File: config.mk
export PLATFORM = sky130hd
export DESIGN_NAME = nibble_seed_order_generator
export DESIGN_NICKNAME = d
export VERILOG_FILES = /design/src/sv/nsog_pkg.sv /design/src/sv/nsog_apb.sv /design/src/sv/nsog_alu.sv /design/src/sv/nsog_outbuf.sv /design/src/sv/nsog_core.sv /design/src/sv/nibble_seed_order_generator.sv
export SDC_FILE = /design/constraint.sdc
export NUM_CORES = 1
export LEC_CHECK = 0
export BUFFER_PORTS_ARGS = -buffer_cell sky130_fd_sc_hd__buf_2
export CAP_MARGIN = 0
export CORE_MARGIN = 2
export CORE_UTILIZATION = 50
export DETAILED_ROUTE_END_ITERATION = 10
export MAX_ROUTING_LAYER = met4
export PLACE_DENSITY = 0.78
export REMOVE_ABC_BUFFERS = 1
export SYNTH_ARGS = -nofsm -noshare
export SYNTH_HDL_FRONTEND = slang
export SYNTH_SLANG_ARGS = --single-unit
export TNS_END_PERCENT = 5
File: constraint.sdc
create_clock -name aclk -period 8.2 [get_ports aclk]
set_clock_uncertainty 0.1 [all_clocks]
set_input_delay 2.05 -clock aclk [delete_from_list [all_inputs] [get_ports aclk]]
set_output_delay 2.05 -clock aclk [all_outputs]
set_load 0.05 [all_outputs]
File: src/sv/nsog_pkg.sv
// Shared types and constants for the nibble seed order generator.
// No dependencies; used by every other file of the block.
`timescale 1ns / 1ps

package nsog_pkg;

    localparam int MAX_ALGOS = 16;
    localparam int ALGO_W    = 5;
    localparam int DIGIT_W   = 4;
    localparam int BYTE_W    = 8;
    localparam int APB_AW    = 3;
    localparam int APB_DW    = 32;

    localparam logic [ALGO_W-1:0] ALGO_RESET = 5'd15;
    localparam logic [ALGO_W-1:0] ALGO_MIN   = 5'd2;
    localparam logic [ALGO_W-1:0] ALGO_MAX   = 5'd16;

    // register index, taken from paddr[2]
    localparam logic REG_ALGO_COUNT = 1'b0;

    typedef enum logic [2:0] {
        ST_IDLE,
        ST_CHECK,
        ST_MOD,
        ST_NIB,
        ST_END,
        ST_FILL,
        ST_FTERM
    } st_t;

    typedef struct packed {
        logic [DIGIT_W-1:0] digit;
        logic               valid;
        logic               last;
    } res_t;

endpackage

File: src/sv/nsog_apb.sv
// APB configuration register (algo_count) for the order generator.
// Depends on nsog_pkg.
`timescale 1ns / 1ps

module nsog_apb (
    input  logic                             aclk,
    input  logic                             aresetn,
    input  logic                             psel,
    input  logic                             penable,
    input  logic                             pwrite,
    input  logic [nsog_pkg::APB_AW-1:0]      paddr,
    input  logic [nsog_pkg::APB_DW-1:0]      pwdata,
    output logic [nsog_pkg::APB_DW-1:0]      prdata,
    output logic                             pready,
    output logic [nsog_pkg::ALGO_W-1:0]      algo_count
);

    logic [nsog_pkg::ALGO_W-1:0] algo_count_reg;
    logic [nsog_pkg::ALGO_W-1:0] algo_count_next;
    logic                        wr_en;
    logic                        sel_algo;

    assign pready   = 1'b1;
    assign sel_algo = (paddr[2] == nsog_pkg::REG_ALGO_COUNT);
    assign wr_en    = psel & penable & pwrite & pready;

    always_comb begin
        algo_count_next = algo_count_reg;
        if (wr_en && sel_algo) begin
            algo_count_next = pwdata[nsog_pkg::ALGO_W-1:0];
        end
    end

    always_ff @(posedge aclk) begin
        if (!aresetn) begin
            algo_count_reg <= nsog_pkg::ALGO_RESET;
        end else begin
            algo_count_reg <= algo_count_next;
        end
    end

    always_comb begin
        prdata = '0;
        if (sel_algo) begin
            prdata = {{(nsog_pkg::APB_DW-nsog_pkg::ALGO_W){1'b0}}, algo_count_reg};
        end
    end

    assign algo_count = algo_count_reg;

endmodule

File: src/sv/nsog_alu.sv
// Shared compare/subtract unit: a >= b and a - b on 5-bit operands.
// Depends on nsog_pkg.
`timescale 1ns / 1ps

module nsog_alu (
    input  logic [nsog_pkg::ALGO_W-1:0] a,
    input  logic [nsog_pkg::ALGO_W-1:0] b,
    output logic                        ge,
    output logic [nsog_pkg::ALGO_W-1:0] diff
);

    assign ge   = (a >= b);
    assign diff = a - b;

endmodule

File: src/sv/nsog_outbuf.sv
// Result output register with stream handshake.
// Depends on nsog_pkg.
`timescale 1ns / 1ps

module nsog_outbuf (
    input  logic                  aclk,
    input  logic                  aresetn,
    input  logic                  push,
    input  nsog_pkg::res_t        res_in,
    output logic                  slot_free,
    output logic                  m_tvalid,
    input  logic                  m_tready,
    output logic [7:0]            m_tdata,
    output logic                  m_tuser,
    output logic                  m_tlast
);

    logic           vld_reg;
    logic           vld_next;
    nsog_pkg::res_t res_reg;

    assign slot_free = !vld_reg || m_tready;

    always_comb begin
        vld_next = vld_reg;
        if (push) begin
            vld_next = 1'b1;
        end else if (m_tready) begin
            vld_next = 1'b0;
        end
    end

    always_ff @(posedge aclk) begin
        if (!aresetn) begin
            vld_reg <= 1'b0;
        end else begin
            vld_reg <= vld_next;
        end
    end

    always_ff @(posedge aclk) begin
        if (push) begin
            res_reg <= res_in;
        end
    end

    assign m_tvalid = vld_reg;
    assign m_tdata  = {{(8-nsog_pkg::DIGIT_W){1'b0}}, res_reg.digit};
    assign m_tuser  = res_reg.valid;
    assign m_tlast  = res_reg.last;

endmodule

File: src/sv/nsog_core.sv
// Sequencer: nibble reduction, first-seen tracking, terminator and end-of-seed fill.
// Depends on nsog_pkg and nsog_alu.
`timescale 1ns / 1ps

module nsog_core (
    input  logic                              aclk,
    input  logic                              aresetn,
    input  logic [nsog_pkg::ALGO_W-1:0]       algo_count,
    input  logic                              in_valid,
    output logic                              in_ready,
    input  logic [nsog_pkg::BYTE_W-1:0]       in_byte,
    input  logic                              in_last,
    input  logic                              slot_free,
    output logic                              push,
    output nsog_pkg::res_t                    res
);

    localparam int M = nsog_pkg::MAX_ALGOS;

    nsog_pkg::st_t                   state_reg, state_next;
    logic [nsog_pkg::BYTE_W-1:0]     byte_reg, byte_next;
    logic                            last_reg, last_next;
    logic                            lo_sel_reg, lo_sel_next;
    logic [nsog_pkg::DIGIT_W-1:0]    rem_reg, rem_next;
    logic [M-1:0]                    mask_reg, mask_next;
    logic [nsog_pkg::ALGO_W-1:0]     count_reg, count_next;
    logic                            complete_reg, complete_next;
    logic [nsog_pkg::DIGIT_W-1:0]    idx_reg, idx_next;

    logic [nsog_pkg::ALGO_W-1:0]     n_eff;
    logic [nsog_pkg::ALGO_W-1:0]     count_inc;
    logic [M-1:0]                    below_n;
    logic [M-1:0]                    missing;
    logic [M-1:0]                    missing_hi;
    logic                            fill_last;
    logic                            new_val;
    logic [nsog_pkg::ALGO_W-1:0]     alu_a;
    logic                            alu_ge;
    logic [nsog_pkg::ALGO_W-1:0]     alu_diff;

    nsog_pkg::res_t                  term_res;

    always_comb begin
        n_eff = algo_count;
        if (algo_count < nsog_pkg::ALGO_MIN) begin
            n_eff = nsog_pkg::ALGO_MIN;
        end else if (algo_count > nsog_pkg::ALGO_MAX) begin
            n_eff = nsog_pkg::ALGO_MAX;
        end
    end

    always_comb begin
        for (int j = 0; j < M; j++) begin
            below_n[j] = (nsog_pkg::ALGO_W'(j) < n_eff);
        end
    end

    assign missing    = ~mask_reg & below_n;
    assign missing_hi = missing >> idx_reg;
    assign fill_last  = (missing_hi == M'(1));
    assign count_inc  = count_reg + nsog_pkg::ALGO_W'(1);
    assign new_val    = !complete_reg && !mask_reg[rem_reg];

    assign term_res = '{digit: '0, valid: 1'b0, last: 1'b1};

    nsog_alu u_alu (
        .a    (alu_a),
        .b    (n_eff),
        .ge   (alu_ge),
        .diff (alu_diff)
    );

    always_ff @(posedge aclk) begin
        if (!aresetn) begin
            state_reg    <= nsog_pkg::ST_IDLE;
            mask_reg     <= '0;
            count_reg    <= '0;
            complete_reg <= 1'b0;
        end else begin
            state_reg    <= state_next;
            mask_reg     <= mask_next;
            count_reg    <= count_next;
            complete_reg <= complete_next;
        end
    end

    always_ff @(posedge aclk) begin
        byte_reg   <= byte_next;
        last_reg   <= last_next;
        lo_sel_reg <= lo_sel_next;
        rem_reg    <= rem_next;
        idx_reg    <= idx_next;
    end

    always_comb begin
        state_next    = state_reg;
        byte_next     = byte_reg;
        last_next     = last_reg;
        lo_sel_next   = lo_sel_reg;
        rem_next      = rem_reg;
        mask_next     = mask_reg;
        count_next    = count_reg;
        complete_next = complete_reg;
        idx_next      = idx_reg;
        in_ready      = 1'b0;
        push          = 1'b0;
        res           = term_res;
        alu_a         = count_reg;

        unique case (state_reg)
            nsog_pkg::ST_IDLE: begin
                in_ready = 1'b1;
                if (in_valid) begin
                    byte_next   = in_byte;
                    last_next   = in_last;
                    lo_sel_next = 1'b0;
                    state_next  = nsog_pkg::ST_CHECK;
                end
            end
            nsog_pkg::ST_CHECK: begin
                // count already at or past the modulus: order closes at once
                alu_a = count_reg;
                if (!complete_reg && alu_ge) begin
                    if (slot_free) begin
                        push          = 1'b1;
                        complete_next = 1'b1;
                        rem_next      = byte_reg[7:4];
                        state_next    = nsog_pkg::ST_MOD;
                    end
                end else begin
                    rem_next   = byte_reg[7:4];
                    state_next = nsog_pkg::ST_MOD;
                end
            end
            nsog_pkg::ST_MOD: begin
                alu_a = {1'b0, rem_reg};
                if (alu_ge) begin
                    rem_next = alu_diff[nsog_pkg::DIGIT_W-1:0];
                end else begin
                    state_next = nsog_pkg::ST_NIB;
                end
            end
            nsog_pkg::ST_NIB: begin
                alu_a = count_inc;
                if (!new_val || slot_free) begin
                    if (new_val) begin
                        push                = 1'b1;
                        mask_next[rem_reg]  = 1'b1;
                        count_next          = count_inc;
                        if (alu_ge) begin
                            complete_next = 1'b1;
                        end else begin
                            res = '{digit: rem_reg, valid: 1'b1, last: 1'b0};
                        end
                    end
                    if (!lo_sel_reg) begin
                        lo_sel_next = 1'b1;
                        rem_next    = byte_reg[3:0];
                        state_next  = nsog_pkg::ST_MOD;
                    end else begin
                        state_next = nsog_pkg::ST_END;
                    end
                end
            end
            nsog_pkg::ST_END: begin
                idx_next = '0;
                if (!last_reg) begin
                    state_next = nsog_pkg::ST_IDLE;
                end else if (complete_reg) begin
                    mask_next     = '0;
                    count_next    = '0;
                    complete_next = 1'b0;
                    state_next    = nsog_pkg::ST_IDLE;
                end else if (missing == '0) begin
                    state_next = nsog_pkg::ST_FTERM;
                end else begin
                    state_next = nsog_pkg::ST_FILL;
                end
            end
            nsog_pkg::ST_FILL: begin
                if (!missing[idx_reg]) begin
                    idx_next = idx_reg + nsog_pkg::DIGIT_W'(1);
                end else if (slot_free) begin
                    push = 1'b1;
                    res  = '{digit: idx_reg, valid: 1'b1, last: fill_last};
                    if (fill_last) begin
                        mask_next     = '0;
                        count_next    = '0;
                        complete_next = 1'b0;
                        state_next    = nsog_pkg::ST_IDLE;
                    end else begin
                        idx_next = idx_reg + nsog_pkg::DIGIT_W'(1);
                    end
                end
            end
            nsog_pkg::ST_FTERM: begin
                if (slot_free) begin
                    push          = 1'b1;
                    mask_next     = '0;
                    count_next    = '0;
                    complete_next = 1'b0;
                    state_next    = nsog_pkg::ST_IDLE;
                end
            end
            default: begin
                state_next = nsog_pkg::ST_IDLE;
            end
        endcase
    end

`ifndef NO_ASSERTIONS
    a_count_matches_mask: assert property (@(posedge aclk) disable iff (!aresetn)
        count_reg == nsog_pkg::ALGO_W'($countones(mask_reg)))
        else $error("distinct count out of step with seen mask");

    a_nib_reduced: assert property (@(posedge aclk) disable iff (!aresetn)
        (state_reg == nsog_pkg::ST_NIB) |-> ({1'b0, rem_reg} < n_eff))
        else $error("nibble not fully reduced");

    a_fill_nonempty: assert property (@(posedge aclk) disable iff (!aresetn)
        (state_reg == nsog_pkg::ST_FILL) |-> (missing != '0))
        else $error("fill walk with nothing missing");

    a_push_free: assert property (@(posedge aclk) disable iff (!aresetn)
        push |-> slot_free)
        else $error("result pushed into a full output register");
`endif

endmodule

File: src/sv/nibble_seed_order_generator.sv
// Top level of the nibble seed order generator: APB register, sequencer, output register.
// Depends on nsog_pkg, nsog_apb, nsog_core, nsog_outbuf.
//
// Seed bytes enter on s_* (byte 31 first, s_tlast on the final byte); order digits leave on
// m_* with m_tuser = 1 for a digit and 0 for a terminator, m_tlast closing each seed's order.
// One byte at a time is in flight: s_tready is high only while the sequencer is idle. Each
// byte's nibbles h and l are reduced, high nibble first, modulo n, the effective count, by
// repeated subtraction in one shared compare/subtract unit. On the final byte of a seed
// whose order is still open, the missing-value walk steps over at most 16 indices, one index
// per cycle while the output register has room, or sends an empty-fill terminator.
// Back-pressure on m_tready stalls the sequencer whenever a result is due.
`timescale 1ns / 1ps

module nibble_seed_order_generator (
    input  logic                              aclk,
    input  logic                              aresetn,
    // APB configuration
    input  logic                              psel,
    input  logic                              penable,
    input  logic                              pwrite,
    input  logic [nsog_pkg::APB_AW-1:0]       paddr,
    input  logic [nsog_pkg::APB_DW-1:0]       pwdata,
    output logic [nsog_pkg::APB_DW-1:0]       prdata,
    output logic                              pready,
    // seed byte stream
    input  logic                              s_tvalid,
    output logic                              s_tready,
    input  logic [7:0]                        s_tdata,   // [7:0] seed_byte
    input  logic                              s_tlast,   // seed_last
    // order stream
    output logic                              m_tvalid,
    input  logic                              m_tready,
    output logic [7:0]                        m_tdata,   // [3:0] order_digit, [7:4] zero
    output logic                              m_tuser,   // [0] digit_valid
    output logic                              m_tlast    // order_end
);

    logic [nsog_pkg::ALGO_W-1:0] algo_count;
    logic                        slot_free;
    logic                        push;
    nsog_pkg::res_t              res;

    nsog_apb u_apb (
        .aclk       (aclk),
        .aresetn    (aresetn),
        .psel       (psel),
        .penable    (penable),
        .pwrite     (pwrite),
        .paddr      (paddr),
        .pwdata     (pwdata),
        .prdata     (prdata),
        .pready     (pready),
        .algo_count (algo_count)
    );

    nsog_core u_core (
        .aclk       (aclk),
        .aresetn    (aresetn),
        .algo_count (algo_count),
        .in_valid   (s_tvalid),
        .in_ready   (s_tready),
        .in_byte    (s_tdata),
        .in_last    (s_tlast),
        .slot_free  (slot_free),
        .push       (push),
        .res        (res)
    );

    nsog_outbuf u_outbuf (
        .aclk      (aclk),
        .aresetn   (aresetn),
        .push      (push),
        .res_in    (res),
        .slot_free (slot_free),
        .m_tvalid  (m_tvalid),
        .m_tready  (m_tready),
        .m_tdata   (m_tdata),
        .m_tuser   (m_tuser),
        .m_tlast   (m_tlast)
    );

endmodule
==> results of run 1 <==
cells in the final DEF (no fill, tap or decap), types with 6 or more instances in the layout:
cell type                   instances
sky130_fd_sc_hd__o21ai_0           15
sky130_fd_sc_hd__conb_1            32
sky130_fd_sc_hd__nand2_1           34
sky130_fd_sc_hd__a211oi_1          24
sky130_fd_sc_hd__a211oi_2           6
sky130_fd_sc_hd__o211ai_1           6
sky130_fd_sc_hd__ha_1               7
sky130_fd_sc_hd__a2111oi_0          8
sky130_fd_sc_hd__nor3_1            35
sky130_fd_sc_hd__inv_1             12
sky130_fd_sc_hd__nor2b_1            8
sky130_fd_sc_hd__a31oi_1            8
sky130_fd_sc_hd__edfxtp_1          24
sky130_fd_sc_hd__nor2_1            54
sky130_fd_sc_hd__buf_2             34
sky130_fd_sc_hd__nor4_1             7
sky130_fd_sc_hd__nand2b_1           6
sky130_fd_sc_hd__a21oi_1           34
sky130_fd_sc_hd__nand3_1           12
sky130_fd_sc_hd__mux2i_1           12
sky130_fd_sc_hd__dfxtp_1           31
worst max-delay path: stages:
cell	delay, ns
sky130_fd_sc_hd__buf_2	0.10
sky130_fd_sc_hd__nor2b_1	0.11
sky130_fd_sc_hd__buf_4	0.30
sky130_fd_sc_hd__nand2_1	0.12
sky130_fd_sc_hd__o21ai_1	0.16
sky130_fd_sc_hd__o2bb2ai_1	0.16
sky130_fd_sc_hd__a211o_1	0.76
sky130_fd_sc_hd__a21oi_2	0.18
sky130_fd_sc_hd__a21bo_1	0.56
sky130_fd_sc_hd__a221oi_2	0.39
routing by layer:
metal	global-route usage, %	routed length [um]	vias to the layer above
li1	-	-	1944
met2	37.1	5320	265
met1	30.5	4520	1913
met5	-	0	-
met4	7.17	220	0
met3	2.91	1030	28
cell type report:
type / count / area (sq um) / area share, %
Tap cell: 108 / 135 / 2.99
Timing Repair Buffer: 36 / 185 / 4.09
Multi-Input combinational cell: 416 / 2720 / 60.1
Clock buffer: 5 / 68.8 / 1.52
Clock inverter: 3 / 23.8 / 0.525
Inverter: 13 / 48.8 / 1.08
Sequential cell: 55 / 1340 / 29.6
stage by stage:
step	cell area, sq um	std cells	hold WS (ns)	total power [W]	util [%]
after floorplan	4110	484	0.369	0.000483	-
after global placement	4430	628	0.387	0.000527	50.8
after detailed placement	4430	628	0.408	0.000530	50.8
after CTS	4520	636	0.423	0.000685	51.9
after global routing	4520	636	0.464	0.000715	51.9
final	4520	636	0.419	0.000685	51.9
power breakdown:
| part | total (W) | switching, W | internal (W) |
|---|---|---|---|
| Clock | 0.000157 | 0.0000952 | 0.0000619 |
| Combinational | 0.000186 | 0.000133 | 0.0000531 |
| Sequential | 0.000342 | 0.0000357 | 0.000306 |
| Total | 0.000685 | 0.000264 | 0.000421 |
how the worst min path moves through the flow:
stage / start / endpoint / slack (ns) / depth (start not counted)
finish: u_core.count_reg[1] / u_core.count_reg[1] / 0.42 / 2
global route: u_core.count_reg[1] / u_core.count_reg[1] / 0.46 / 2
CTS: u_core.count_reg[1] / u_core.count_reg[1] / 0.42 / 2
detailed placement: u_core.count_reg[1] / u_core.count_reg[1] / 0.41 / 2
global placement: u_core.count_reg[1] / u_core.count_reg[1] / 0.39 / 2
floorplan: u_core.count_reg[1] / u_core.count_reg[1] / 0.37 / 2
logic make-up after synthesis:
family | count (synthesis) | share of synthesized area (%)
compound gates | 173 | 30.2
fa+ha+maj | 7 | 1.96
mux | 21 | 5.95
xor+xnor | 4 | 0.783
simple gates | 179 | 19.2
flops | 55 | 30.0
other cells | 2 | 0.168
buf+inv | 93 | 11.8
==> load_flow_metrics.sql, run 1 <==
INSERT INTO impl_metrics (metric_group, metric, value, unit) VALUES
('drt', 'drt-pass1-iter-count', '5', ''),
('sta', 'layout_setup_ws', '3.41', 'ns'),
('drt', 'detail_route.iter0.violations', '387', ''),
('setup_path', 'reg2reg_slack', '3.65', 'ns'),
('pwr', 'power_density', '151', 'nW/um^2'),
('synth', 'synthFlopType', 'sky130_fd_sc_hd__dfxtp_1', ''),
('setup_path', 'critPathMaxFanout', '31', ''),
('pwr', 'irDropWorstVdd', '0.000119', 'V'),
('floorplan', 'fp.dieW', '98.6', 'um'),
('run_status', 'run_status', 'finished clean', ''),
('final_layout', 'synthToLayoutAreaGrowth', '1.06', '%'),
('floorplan', 'floorplan.core_area', '8720', 'sq um'),
('drt', 'drt-total-wl', '11100', 'um'),
('global_routing', 'globalRouteOverflowTotal', '0', ''),
('sta', 'final_max_slew_viol_count', '0', ''),
('final_layout', 'antenna_cells_inserted', '0', ''),
('synth', 'synth_area', '4480', 'sq um'),
('synth', 'ys_warn_count', '0', ''),
('clock_tree', 'cts-root-buf', 'sky130_fd_sc_hd__clkbuf_8', ''),
('global_routing', 'grt_first_pass_wirelength', '18100', 'um'),
('floorplan', 'num_rows', '34', ''),
('clock_tree', 'clk-insertion-delay-late', '0.32', 'ns'),
('setup_path', 'critical_path_arrival', '4.92', 'ns'),
('drt', 'antenna_violating_nets_post_route', '0', ''),
('sta', 'unrepaired_setup_endpoints_after_global_routing', 'no', ''),
('job', 'drv_cap', '0', ''),
('global_routing', 'grt_usage', '23.1', '%'),
('place', 'place.detailed.hpwl', '7650', 'um'),
('synth', 'synth_area_leader_cell', 'sky130_fd_sc_hd__edfxtp_1', ''),
('synth', 'ys_seq_elements', '55', ''),
('drt', 'viasPerCell', '6.53', ''),
('global_routing', 'first_global_vias', '3746', ''),
('final_layout', 'drive_gt1_share', '15.0', '%'),
('final_layout', 'num-fill-cells', '805', ''),
('setup_path', 'critical_path.startpoint', 'm_tready', ''),
('clock_tree', 'h-tree-depth', '2', ''),
('synth', 'synthTopCellsByCount', 'sky130_fd_sc_hd__nor2_1 (54), sky130_fd_sc_hd__buf_4 (35), sky130_fd_sc_hd__nor3_1 (35)', ''),
('sta', 'period_needed', '4.79', 'ns'),
('pwr', 'cellLeakagePower', '1.62', 'nW'),
('global_routing', 'grt_max_degree', '32', ''),
('synth', 'post_synthesis_cells', '534', ''),
('floorplan', 'die_height', '98.6', 'um'),
('sta', 'setup_violations', '0', ''),
('clock_tree', 'cts.reportedPaths.clkPinSlew', '0.10', 'ns'),
('synth', 'synth_area_per_cell', '8.38', 'sq um'),
('setup_path', 'cp_data_required_time', '8.33', 'ns'),
('min_path', 'timing.hold.worst.class', 'reg -> reg', ''),
('clock_tree', 'tritoncts_buffer_count', '5', ''),
('sta', 'maxClockFrequency', '0.209', 'GHz'),
('final_layout', 'finalNetCount', '585', ''),
('setup_path', 'cp-end-kind', 'flip-flop', ''),
('place', 'place.port_buffers', '34', ''),
('drt', 'dr_total_vias', '4150', ''),
('floorplan', 'count_of_pins_on_the_block_boundary', '96', ''),
('synth', 'count_of_flip_flops_with_a_built_in_enable_after_synthesis', '24', ''),
('global_routing', 'number_of_antenna_violations_at_the_first_check_in_global_routing', '0', ''),
('synth', 'yosys.area.top_type_share', '16.1', '%'),
('clock_tree', 'ctsResizeCount', '0', ''),
('setup_path', 'start_kind', 'input pin', ''),
('setup_path', 'timing.rr.start', 'u_core.state_reg[1]', ''),
('clock_tree', 'cts_setup_buffers', '0', ''),
('place', 'dpl_worst_slack', '3.17', 'ns'),
('synth', 'synth.top_cells.by_area', 'sky130_fd_sc_hd__edfxtp_1 (16%), sky130_fd_sc_hd__dfxtp_1 (14%), sky130_fd_sc_hd__buf_4 (5.9%), sky130_fd_sc_hd__nor2_1 (4.5%), sky130_fd_sc_hd__a211oi_1 (4.0%)', ''),
('sta', 'timing.final.crit_share', '58.4', '%'),
('floorplan', 'initial_utilization', '51.3', '%'),
('sta', 'finalHoldViolations', '0', ''),
('clock_tree', 'cts_hold_buf', '0', ''),
('place', 'place_congestion', '0.957', ''),
('setup_path', 'endpoint', 'u_core.mask_reg[11]', ''),
('clock_tree', 'clockBufferDepth', '2', ''),
('floorplan', 'fp.dieArea', '9730', 'sq um');
No activity file was read; power rests on OpenSTA's default activity.
==> inputs of run 2 (changes only) <==
- ABC_AREA: not set -> 1
- PLACE_DENSITY: 0.78 -> 0.79
- clock period: 8.2 -> 5 ns (I/O delays scaled with it)
==> load_flow_metrics.sql, run 2 <==
INSERT INTO impl_metrics (metric_group, metric, value, unit) VALUES
('run_status', 'run_status', 'finished clean', ''),
('pwr', 'switching_power', '0.00110', 'W'),
('drt', 'avgRoutedWirePerCell', '13.1', 'um'),
('setup_path', 'timing.critical_path.mode_cell', 'sky130_fd_sc_hd__nand2_1', ''),
('job', 'drv_cap', '0', ''),
('floorplan', 'fp.dieArea', '9190', 'sq um'),
('sta', 'worst_slew_margin_rel', '40.1', '%'),
('clock_tree', 'ctsResizeCount', '0', ''),
('drt', 'drt-pass1-iter-count', '5', ''),
('synth', 'synth_area', '4220', 'sq um'),
('floorplan', 'die_height', '95.9', 'um'),
('final_layout', 'multi_input_gate_area', '2320', 'sq um'),
('synth', 'synth_area_per_cell', '6.51', 'sq um'),
('clock_tree', 'cts_setup_buffers', '0', ''),
('drt', 'remaining_drc_errors', '0', ''),
('floorplan', 'initial_utilization', '51.3', '%'),
('synth', 'synthFlopType', 'sky130_fd_sc_hd__dfxtp_1', ''),
('global_routing', 'grt_first_pass_wirelength', '17400', 'um'),
('sta', 'finalHoldViolations', '0', ''),
('place', 'dpl_worst_slack', '1.47', 'ns'),
('final_layout', 'final_cell_mix', 'sky130_fd_sc_hd__nand2_1 (180), sky130_fd_sc_hd__inv_1 (77), sky130_fd_sc_hd__nor2_1 (61)', ''),
('final_layout', 'synthToLayoutAreaGrowth', '4.42', '%'),
('pwr', 'cellLeakagePower', '2.09', 'nW'),
('synth', 'post_synthesis_cells', '648', ''),
('floorplan', 'count_of_pins_on_the_block_boundary', '96', ''),
('sta', 'max_slew.worst_pin.slew', '0.890', 'ns'),
('synth', 'synthTopCellsByCount', 'sky130_fd_sc_hd__nand2_1 (180), sky130_fd_sc_hd__inv_1 (77), sky130_fd_sc_hd__nor2_1 (61)', ''),
('place', 'place_congestion', '0.985', ''),
('drt', 'drt-total-wl', '10200', 'um'),
('clock_tree', 'cts_tree', 'yes', ''),
('pwr', 'irDropWorstVdd', '0.000418', 'V'),
('sta', 'final.setup.tns', '0', 'ns'),
('clock_tree', 'tritoncts_buffer_count', '5', ''),
('setup_path', 'critical-path-slowest-cell', 'sky130_fd_sc_hd__edfxtp_1', ''),
('synth', 'ys_types', '39', ''),
('drt', 'antenna_violating_nets_post_route', '0', ''),
('sta', 'unrepaired_setup_endpoints_after_global_routing', 'no', ''),
('floorplan', 'num_rows', '33', ''),
('pwr', 'switching_share', '50.8', '%'),
('synth', 'count_of_flip_flops_with_a_built_in_enable_after_synthesis', '24', ''),
('min_path', 'timing.hold.worst.class', 'reg -> reg', ''),
('sta', 'final_max_slew_viol_count', '0', ''),
('clock_tree', 'h-tree-depth', '2', ''),
('global_routing', 'globalRouteOverflowTotal', '0', ''),
('setup_path', 'cp-end-kind', 'flip-flop', ''),
('min_path', 'hold-path-cell-count', '2', ''),
('sta', 'maxClockFrequency', '0.281', 'GHz'),
('place', 'place.port_buffers', '34', ''),
('sta', 'setup_violations', '0', ''),
('pwr', 'power.clock.fraction', '11.5', '%'),
('clock_tree', 'cts-root-buf', 'sky130_fd_sc_hd__clkbuf_8', ''),
('drt', 'viasPerCell', '5.33', ''),
('global_routing', 'first_global_vias', '3874', ''),
('synth', 'synth_async_sr_flop_share', '0', '%'),
('sta', 'period_needed', '3.56', 'ns'),
('pwr', 'share_comb_of_total_power', '55.7', '%'),
('final_layout', 'antenna_cells_inserted', '0', ''),
('clock_tree', 'clockBufferDepth', '2', ''),
('pwr', 'power.share.sequential', '32.8', '%'),
('setup_path', 'worst_r2r_path_depth', '13', ''),
('pwr', 'internal-power', '0.00107', 'W'),
('clock_tree', 'cts_hold_buf', '0', ''),
('clock_tree', 'cts.reportedPaths.clkPinSlew', '0.09', 'ns'),
('floorplan', 'fp.dieW', '95.9', 'um'),
('setup_path', 'cp_data_required_time', '5.09', 'ns'),
('place', 'place.detailed.hpwl', '7940', 'um'),
('final_layout', 'final_design_area_no_fill', '4410', 'sq um'),
('synth', 'yosys.area.top_type_share', '17.1', '%'),
('synth', 'ys_seq_elements', '55', ''),
('setup_path', 'criticalPathCategory', 'reg -> reg', ''),
('sta', 'layout_setup_ws', '1.44', 'ns'),
('global_routing', 'grt_max_degree', '29', ''),
('sta', 'whs', '0.368', 'ns'),
('floorplan', 'floorplan.core_area', '8220', 'sq um'),
('final_layout', 'mostFrequentLayoutCell', 'sky130_fd_sc_hd__nand2_1', ''),
('pwr', 'power_density', '492', 'nW/um^2'),
('final_layout', 'largest_register_ffs', '16', ''),
('place', 'placedInstanceArea', '4320', 'sq um'),
('setup_path', 'critical-path-max-stage-delay', '0.80', 'ns'),
('final_layout', 'finalNetCount', '728', ''),
('global_routing', 'grt_usage', '24.5', '%'),
('clock_tree', 'clk-insertion-delay-late', '0.31', 'ns'),
('global_routing', 'number_of_antenna_violations_at_the_first_check_in_global_routing', '0', ''),
('synth', 'synth_area_leader_cell', 'sky130_fd_sc_hd__edfxtp_1', ''),
('setup_path', 'critical_path_arrival', '3.65', 'ns'),
('setup_path', 'critPathMaxFanout', '23', ''),
('synth', 'leading_cell_type_by_number_of_instances_after_synthesis', 'sky130_fd_sc_hd__nand2_1', ''),
('synth', 'ys_warn_count', '0', ''),
('drt', 'detail_route.iter0.violations', '288', ''),
('final_layout', 'regArea', '1340', 'sq um'),
('setup_path', 'start_kind', 'flip-flop', ''),
('sta', 'timing.final.crit_share', '71.2', '%'),
('setup_path', 'critical_path.cell_chain', 'inv_1 -> o211ai_1 -> nand2_1 -> nand2_1 -> nand2_1 -> nand2_1 -> o21ai_2 -> nand2_2 -> o21ai_2 -> nor2_4 -> nand3_2 -> nand2_1 -> a21oi_1', ''),
('final_layout', 'num-fill-cells', '827', ''),
('drt', 'dr_total_vias', '4133', ''),
('final_layout', 'drive_gt1_share', '9.84', '%'),
('synth', 'synth.top_cells.by_area', 'sky130_fd_sc_hd__edfxtp_1 (17%), sky130_fd_sc_hd__nand2_1 (16%), sky130_fd_sc_hd__dfxtp_1 (15%), sky130_fd_sc_hd__inv_1 (6.9%), sky130_fd_sc_hd__buf_4 (6.0%)', ''),
('pwr', 'power.total', '0.00217', 'W'),
('clock_tree', 'clock_sink_count', '55', ''),
('synth', 'yosysSeqAreaShare', '31.8', '%');
[run 2: power groups by stage]
stage | registers, W | logic (W) | clock network (W)
3_3_place_gp | 0.000715 | 0.00117 | 0
6_report | 0.000711 | 0.00121 | 0.000248
2_1_floorplan | 0.000753 | 0.000885 | 0
4_1_cts | 0.000709 | 0.00120 | 0.000255
3_5_place_dp | 0.000719 | 0.00120 | 0
5_1_grt | 0.000729 | 0.00136 | 0.000276
[run 2: cell type report]
cell class / instances / area share [%]
clock buffers: 7 / 1.96
clock inverters: 1 / 0.0852
inverters: 90 / 7.67
multi-input cells: 482 / 52.7
flip-flops and latches: 55 / 30.4
well taps: 105 / 2.98
repair buffers: 36 / 4.20
[run 2: metrics by stage]
| step | util [%] | cells |
|---|---|---|
| floorplan | - | 627 |
| global placement | 52.5 | 768 |
| detailed placement | 52.5 | 768 |
| CTS | 53.6 | 776 |
| global route | 53.6 | 776 |
| finish | 53.6 | 776 |
[run 2: cell families (layout without fill, tap and decap cells)]
logic type,after synthesis,after routing,synth area share (%)
other,2,32,0.178
xor gates and xnor gates,5,5,1.04
DFF,55,55,31.8
and+or+nand+nor,335,335,34.9
buffers and inverters,141,134,15.9
adders and majority gates,7,7,2.08
AOI/OAI and AO/OA,103,103,14.1
[run 2: critical path, delay by kind of cell (launching register included)]
kind / cells / cell delay (ns)
and+or+nand+nor: 8 / 1.54
DFF: 1 / 0.80
AOI/OAI and AO/OA: 4 / 0.53
buffers and inverters: 1 / 0.43
[run 2: path summary, 6_finish.rpt]
path	startpoint	slack [ns]	endpoint
hold reg to reg	u_core.mask_reg[5]	0.37	u_core.mask_reg[5]
hold / removal	u_core.mask_reg[5]	0.37	u_core.mask_reg[5]
setup reg to reg	u_core.idx_reg[0]	1.44	u_core.mask_reg[6]
setup / recovery	u_core.idx_reg[0]	1.44	u_core.mask_reg[6]
[run 2: metal layers]
metal	routed length, um	vias up	share of wire, %	global-route usage (%)
met4	159	0	1.6	7.62
met1	4460	1859	44	30.4
li1	-	2118	-	-
met2	4870	139	48	41.1
met5	0	-	0	-
met3	698	17	6.9	3.99
